<file path="config.mk">
export PLATFORM = sky130hd
export DESIGN_NAME = mch_ctrl
export DESIGN_NICKNAME = d
export VERILOG_FILES = /design/src/rtl/mch_pkg.sv /design/src/rtl/mch_ctrl.sv
export SDC_FILE = /design/constraint.sdc
export NUM_CORES = 1
export LEC_CHECK = 0
export BUFFER_PORTS_ARGS = -buffer_cell sky130_fd_sc_hd__buf_2
export CORE_MARGIN = 2
export CORE_UTILIZATION = 40
export CTS_BUF_LIST = sky130_fd_sc_hd__clkbuf_4 sky130_fd_sc_hd__clkbuf_8
export CTS_CLUSTER_DIAMETER = 150
export DETAILED_ROUTE_END_ITERATION = 8
export MAX_ROUTING_LAYER = met4
export PLACE_DENSITY = 0.77
export SYNTH_ARGS = -nofsm -noshare
export SYNTH_HDL_FRONTEND = slang
export SYNTH_SLANG_ARGS = --single-unit
</file>
<file path="constraint.sdc">
create_clock -name clock -period 1.4 [get_ports clock]
set_clock_uncertainty 0.2 [all_clocks]
set_input_delay 0.07 -clock clock [delete_from_list [all_inputs] [get_ports clock]]
set_output_delay 0.07 -clock clock [all_outputs]
set_load 0.005 [all_outputs]
</file>
<file path="src/rtl/mch_pkg.sv">
// types, codes and constants shared by the convex hull core
package mch_pkg;

   typedef struct packed {
      logic signed [15:0] px;
      logic signed [15:0] py;
      logic               final_point;
   } req_type;

   typedef struct packed {
      logic signed [15:0] hx;
      logic signed [15:0] hy;
      logic               end_of_hull;
      logic [1:0]         status;
   } rsp_type;

   localparam logic [1:0] ST_OK   = 2'd0;
   localparam logic [1:0] ST_FEW  = 2'd1;
   localparam logic [1:0] ST_DROP = 2'd2;

   typedef enum logic [4:0] {
      OP_NOP,
      OP_LOAD,
      OP_INS_RD,
      OP_INS_CMP,
      OP_INS_PUT,
      OP_HULL,
      OP_SM_RD,
      OP_SM_OUT,
      OP_INIT0,
      OP_INIT1,
      OP_INIT2,
      OP_PUSH_RD,
      OP_PUSH_WR,
      OP_CR_MUL,
      OP_CR_EVAL,
      OP_POP_S,
      OP_POP_P,
      OP_NEXT,
      OP_EM_INIT,
      OP_EM_S,
      OP_EM_P,
      OP_EM_OUT
   } op_type;

   typedef struct packed {
      op_type op;
   } cmd_type;

   typedef struct packed {
      logic full;
      logic pos_zero;
      logic pos_one;
      logic shift;
      logic fin;
      logic small_set;
      logic more_push;
      logic right;
      logic pop_more;
      logic last_push;
      logic lower;
      logic em_last;
   } stat_type;

endpackage

</file>
<file path="src/rtl/mch_ctrl.sv">
// sequencer for insertion, chain building and hull emission
module mch_ctrl (
   input  logic              clock,
   input  logic              reset,
   input  logic              start,
   output logic              busy,
   output mch_pkg::cmd_type  cmd,
   input  mch_pkg::stat_type stat
);

   typedef enum logic [4:0] {
      S_IDLE, S_INS_RD, S_INS_CMP, S_INS_PUT, S_AFTER, S_HULL, S_SM_RD, S_SM_OUT,
      S_INIT0, S_INIT1, S_INIT2, S_PUSH_RD, S_PUSH_WR, S_CR_MUL, S_CR_EVAL,
      S_POP_S, S_POP_P, S_NEXT, S_EM_INIT, S_EM_S, S_EM_P, S_EM_OUT
   } state_type;

   state_type state_ff, state_in;

   always_comb begin
      state_in = state_ff;
      cmd.op   = mch_pkg::OP_NOP;
      unique case (state_ff)
         S_IDLE: begin
            if (start) begin
               cmd.op   = mch_pkg::OP_LOAD;
               state_in = S_INS_RD;
            end
         end
         S_INS_RD: begin
            cmd.op = mch_pkg::OP_INS_RD;
            if (stat.full || stat.pos_zero) state_in = S_AFTER;
            else state_in = S_INS_CMP;
         end
         S_INS_CMP: begin
            cmd.op = mch_pkg::OP_INS_CMP;
            if (!stat.shift) state_in = S_AFTER;
            else if (stat.pos_one) state_in = S_INS_PUT;
         end
         S_INS_PUT: begin
            cmd.op   = mch_pkg::OP_INS_PUT;
            state_in = S_AFTER;
         end
         S_AFTER: state_in = stat.fin ? S_HULL : S_IDLE;
         S_HULL: begin
            cmd.op   = mch_pkg::OP_HULL;
            state_in = stat.small_set ? S_SM_RD : S_INIT0;
         end
         S_SM_RD: begin
            cmd.op   = mch_pkg::OP_SM_RD;
            state_in = S_SM_OUT;
         end
         S_SM_OUT: begin
            cmd.op   = mch_pkg::OP_SM_OUT;
            state_in = S_IDLE;
         end
         S_INIT0: begin
            cmd.op   = mch_pkg::OP_INIT0;
            state_in = S_INIT1;
         end
         S_INIT1: begin
            cmd.op   = mch_pkg::OP_INIT1;
            state_in = S_INIT2;
         end
         S_INIT2: begin
            cmd.op   = mch_pkg::OP_INIT2;
            state_in = stat.more_push ? S_PUSH_RD : S_NEXT;
         end
         S_PUSH_RD: begin
            cmd.op   = mch_pkg::OP_PUSH_RD;
            state_in = S_PUSH_WR;
         end
         S_PUSH_WR: begin
            cmd.op   = mch_pkg::OP_PUSH_WR;
            state_in = S_CR_MUL;
         end
         S_CR_MUL: begin
            cmd.op   = mch_pkg::OP_CR_MUL;
            state_in = S_CR_EVAL;
         end
         S_CR_EVAL: begin
            cmd.op = mch_pkg::OP_CR_EVAL;
            if (stat.right || !stat.pop_more) state_in = S_NEXT;
            else state_in = S_POP_S;
         end
         S_POP_S: begin
            cmd.op   = mch_pkg::OP_POP_S;
            state_in = S_POP_P;
         end
         S_POP_P: begin
            cmd.op   = mch_pkg::OP_POP_P;
            state_in = S_CR_MUL;
         end
         S_NEXT: begin
            cmd.op = mch_pkg::OP_NEXT;
            if (!stat.last_push) state_in = S_PUSH_RD;
            else if (stat.lower) state_in = S_EM_INIT;
            else state_in = S_INIT0;
         end
         S_EM_INIT: begin
            cmd.op   = mch_pkg::OP_EM_INIT;
            state_in = S_EM_S;
         end
         S_EM_S: begin
            cmd.op   = mch_pkg::OP_EM_S;
            state_in = S_EM_P;
         end
         S_EM_P: begin
            cmd.op   = mch_pkg::OP_EM_P;
            state_in = S_EM_OUT;
         end
         S_EM_OUT: begin
            cmd.op   = mch_pkg::OP_EM_OUT;
            state_in = stat.em_last ? S_IDLE : S_EM_S;
         end
         default: state_in = S_IDLE;
      endcase
   end

   always_ff @(posedge clock) begin
      if (reset) state_ff <= S_IDLE;
      else state_ff <= state_in;
   end

   assign busy = (state_ff != S_IDLE);

`ifndef SYNTHESIS
   a_start_only_idle: assert property (@(posedge clock) disable iff (reset)
      (cmd.op == mch_pkg::OP_LOAD) |-> (state_ff == S_IDLE))
      else $error("load issued outside idle");
   a_emit_follows_read: assert property (@(posedge clock) disable iff (reset)
      (state_ff == S_EM_OUT) |-> ($past(state_ff) == S_EM_P))
      else $error("emit without point read");
   a_mul_before_eval: assert property (@(posedge clock) disable iff (reset)
      (state_ff == S_CR_EVAL) |-> ($past(state_ff) == S_CR_MUL))
      else $error("cross evaluated without products");
`endif

endmodule

</file>
# Word level (Yosys, flattened, before mapping)
# Index checks and enable logic that the tools add are counted.
# totals
ff_bits	5
in_bits	15
out_inout_bits	6
elab_cells	45
# classes
eq_ne	23
muxes	14
reduce_logical	7
# ops
operator	n
one-hot mux 5 bit (21 select lines)	1
one-hot mux 5 bit (20 select lines)	1
== test 5 x 4 -> 1 bit, second input constant	8
2-to-1 mux 5 bit	8
== test 5 bit, second input constant	6
== test 5 x 3 -> 1 bit, second input constant	4
== test 5 x 2 -> 1 bit, second input constant	2
2-to-1 mux 3 bit	2
== test 5 x 1 -> 1 bit, second input constant	1
zero test 5 bit	1
nonzero test 5 bit	1
2-to-1 mux 4 bit	1
!= test 3 bit, second input constant	1
logical OR 1 bit	2
!= test 2 bit, second input constant	1
AND reduction 2 bit	1
OR reduction 2 bit	1
zero test 1 bit	1
2-to-1 mux 1 bit	1

# Logic depth before layout (Yosys ltp)
# depth
ltp_word	4
ltp_mapped	7
ltp_nobuf	5

# Worst setup path after synthesis
# OpenSTA, ideal clock, no wires.
# synth_path
path_kind	register to register
startpoint	register state_ff[3]
endpoint	register state_ff[0]
setup_ns	0.131
t_arrival_ns	1.242
t_required_ns	1.069
path_slack_ns	-0.173
stages_incl_launch_ff	5
path_buffers	0
synth_period_minus_slack_ns	1.573
path_cell_list	dfxtp_1 or2_4 or4_4 o21ai_1 nor4_2
# synth_via
elab_chain_len	3
elab_cells_between_ends	26
cone_classes	eq/ne: 22; mux: 1; reduce/logical: 3
# synth_rtl
element	line	source
start: declaration	mch_ctrl.sv:17	state_type state_ff, state_in;
start signal: assignment	mch_ctrl.sv:121	else state_ff <= state_in;
== test 5 bit, or another cell as far along	mch_ctrl.sv:22	unique case (state_ff)
OR reduction 2 bit (no source line), or another cell as far along	n/a	
one-hot mux 5 bit (20 select lines) or AND reduction 2 bit (tied branches)	n/a	
# Parallel ways exist; a longest one is shown, timed or not.
# A chain may end at the register's enable or synchronous reset.

# Worst setup path after layout
# layout_path
startpoint	register state_ff[3]
endpoint	output busy
# layout_via
elab_chain_len	1
# layout_rtl
element	line	source
nonzero test 5 bit	mch_ctrl.sv:124	assign busy = (state_ff != S_IDLE);
end: declaration	mch_ctrl.sv:6	output logic busy,
# Every way passes these cells.

==> flow_summary.ini <==
[logic_synthesis]
synth_ff_type = dfxtp_1
avgSynthCellArea_um2 = 6.83
yosys_warnings = 0
ys_types = 44
synth_fp_nets = 116
synthArstFlopShare_pct = 0
synthCells = 101
synth_edf_count = 0
yosysSeqAreaShare_pct = 14.5
syn_area_um2 = 689
synth_seq_cells = 5

[sta]
fin_crit_ns = 1.73
worst_pin_slew_ns = 0.250
min_period_over_period_pct = 123
slew_headroom_pct = 83.2
setup_tns_ns = -2.16
fmax_mhz = 579
finalSetupViolCount = 10
rsz0062_at_grt = yes
timing.final.max_slew_violations = 0
fin_ws_ns = -0.326
finalHoldViolations = 0

[critical_path]
critPathCaptureType = output pin
reg2reg_slack_ns = -0.25
cp_max_fo = 5
crit_family = simple AND/OR/NAND/NOR gates
worst-path-stages = 3
arrival_ns = 1.46
slowest_delay_ns = 0.44
critical_path_class = flip-flop to output pin
crit_required_ns = 1.13
path_buf_inv = 1
critPathLaunchType = flip-flop
reg2reg_depth = 5
crit_slowest_cell = or4_4
cp_cell_sequence = or2_4 -> or4_4 -> buf_6

[layout]
reg.largest.list = state_ff (5)
finalCoreUtilization_pct = 85.5
antennaDiodeCount = 0
top_register = state_ff
stdcell_count = 177
nNetsFinal = 177
design_area_mm2 = 0.00133
largest_reg_flops = 5
drive_above_1_share_pct = 58.4
area_delta_synth_final_pct = 93.3

[detailed_routing]
drt-initial-drc-count = 42
route.detailed.drc = 0
dr.pass1.iters = 5
vias = 1092
wl_um = 3200
ant_nets = 0
via_per_inst = 6.17
wire_per_inst_um = 18.1

[clock_network]
root_buffer = clkbuf_4
clock_sinks = 5
cts_tree = built
path_clk_slew_ns = 0.05
clock_path_buffers = 2
ctsHtreeMaxLevel = 1
clkLatencyLatePin_ns = 0.26
numCtsBuffers = 3

[global_routing]
antenna_found_initial = 0
grt_pass1_vias = 997
grt_use_total_pct = 33.3
grt_pass1_wl_um = 4770
grt_max_degree = 13
grt.overflow.total = 0

[min_path]
holdPathStages = 4
hold_class = primary input to flip-flop

[floorplan]
ios = 21
die_h_um = 45.5
die_w_um = 45.5
start_util_pct = 44.2
die-area_mm2 = 0.00207
core_mm2 = 0.00156
row_count = 14

[flow_run]
drv_cap = 0

[place]
gp_congestion = 0.893
dpl_cell_area_um2 = 980
hpwl_um = 1800
dp.cells = 156
io_buffers = 20

[power_and_ir_drop]
power_density_mw_per_mm2 = 1700
leakage_uw = 0.000586
irDropWorstVdd_v = 0.00115

[run_status]
violations = negative setup slack
status = finished with violations
placed cells by master (no fill, tap or decap), types with 2 or more instances in the layout:
master         netlist  final
clkbuf_4             0      4
nand2_2              1      2
nor2_4               0      3
o211ai_1             2      2
o21a_1               2      2
o21ai_1              3      3
o21ai_0              5      2
dfxtp_4              0      3
nor2_1               7      3
nand2_1             10      8
buf_4                1     27
buf_6                1      9
a21oi_1             12      9
dlygate4sd3_1        0      5
buf_2                4     19
a21oi_2              0      2
inv_1                3      3
and2b_1              2      2
nor3_4               1      2
a21o_1               2      2
o21ai_2              0      3
buf_8                0      2
nand2b_1             5      5
nand3_1              5      5
nor2b_1              4      3
dfxtp_2              0      2
layer usage:
metal	routed length, um	part of all wire [%]	GRT usage (%)
met1	1260	39	36.9
met2	1640	51	58.6
met3	175	5.5	3.57
met4	128	4.0	15.9
met5	0	0	-
final cells by class:
type | count | area (um^2)
clock buffer | 4 | 30.0
fill | 79 | 226
inverter | 3 | 11.3
multi-input combinational | 86 | 658
sequential | 5 | 114
tap | 16 | 20.0
timing repair buffer | 63 | 499
stage by stage:
step,hold WS [ns],power [uW],setup slack [ns]
after floorplan,-0.0683,903,-0.139
after global placement,0.114,1370,-0.198
after detailed placement,0.118,1390,-0.249
after CTS,0.115,2000,-0.304
after global routing,0.149,2370,-0.345
final,0.112,2270,-0.326
worst paths after layout:
kind / start / end
worst min-delay path: stat[2] / state_ff[0]
worst max register to register: state_ff[2] / state_ff[1]
worst min register to register: state_ff[3] / state_ff[3]
worst max-delay path: state_ff[3] / busy
report_power, final:
| group | switching [uW] | internal [uW] |
|---|---|---|
| clock network | 79.9 | 128 |
| registers | 87.7 | 199 |
| logic | 798 | 973 |
| total | 965 | 1300 |
synth_stat cells (2+ instances only):
master | count | share of area [%]
nand3_1 | 5 | 3.6
buf_2 | 4 | 2.9
dfxtp_1 | 5 | 15
nand2b_1 | 5 | 4.5
and2b_1 | 2 | 2.2
a21o_1 | 2 | 2.2
o21a_1 | 2 | 2.2
o21ai_0 | 5 | 3.6
nor2_1 | 7 | 3.8
nor2b_1 | 4 | 3.6
inv_1 | 3 | 1.6
o211ai_1 | 2 | 2.2
a21oi_1 | 12 | 8.7
o21ai_1 | 3 | 2.2
o22ai_1 | 2 | 1.8
nand2_1 | 10 | 5.4
worst reg2reg max path, stage by stage (launching register included):
cell     delay, ns
dfxtp_4       0.37
buf_12        0.14
nor4_1        0.29
a21oi_1       0.08
o32a_1        0.31
a31oi_1       0.18
repair_timing:
action | CTS | global route
gates resized for setup | 34 | 16
setup endpoints to repair | 11 | 10
endpoints found under the hold margin | 5 | 0
gates cloned | 0 | 0
pin swaps | 7 | 10
setup buffers | 9 | 3
hold buffers | 5 | 0
kinds of logic after synthesis:
group	after synthesis	synth area share, %
AO/OA/AOI/OAI	37	33.8
buffers and inverters	10	7.80
flip-flops	5	14.5
multiplexers	1	1.45
AND/OR/NAND/NOR	48	42.5
Power figures use the tool's default switching activity.
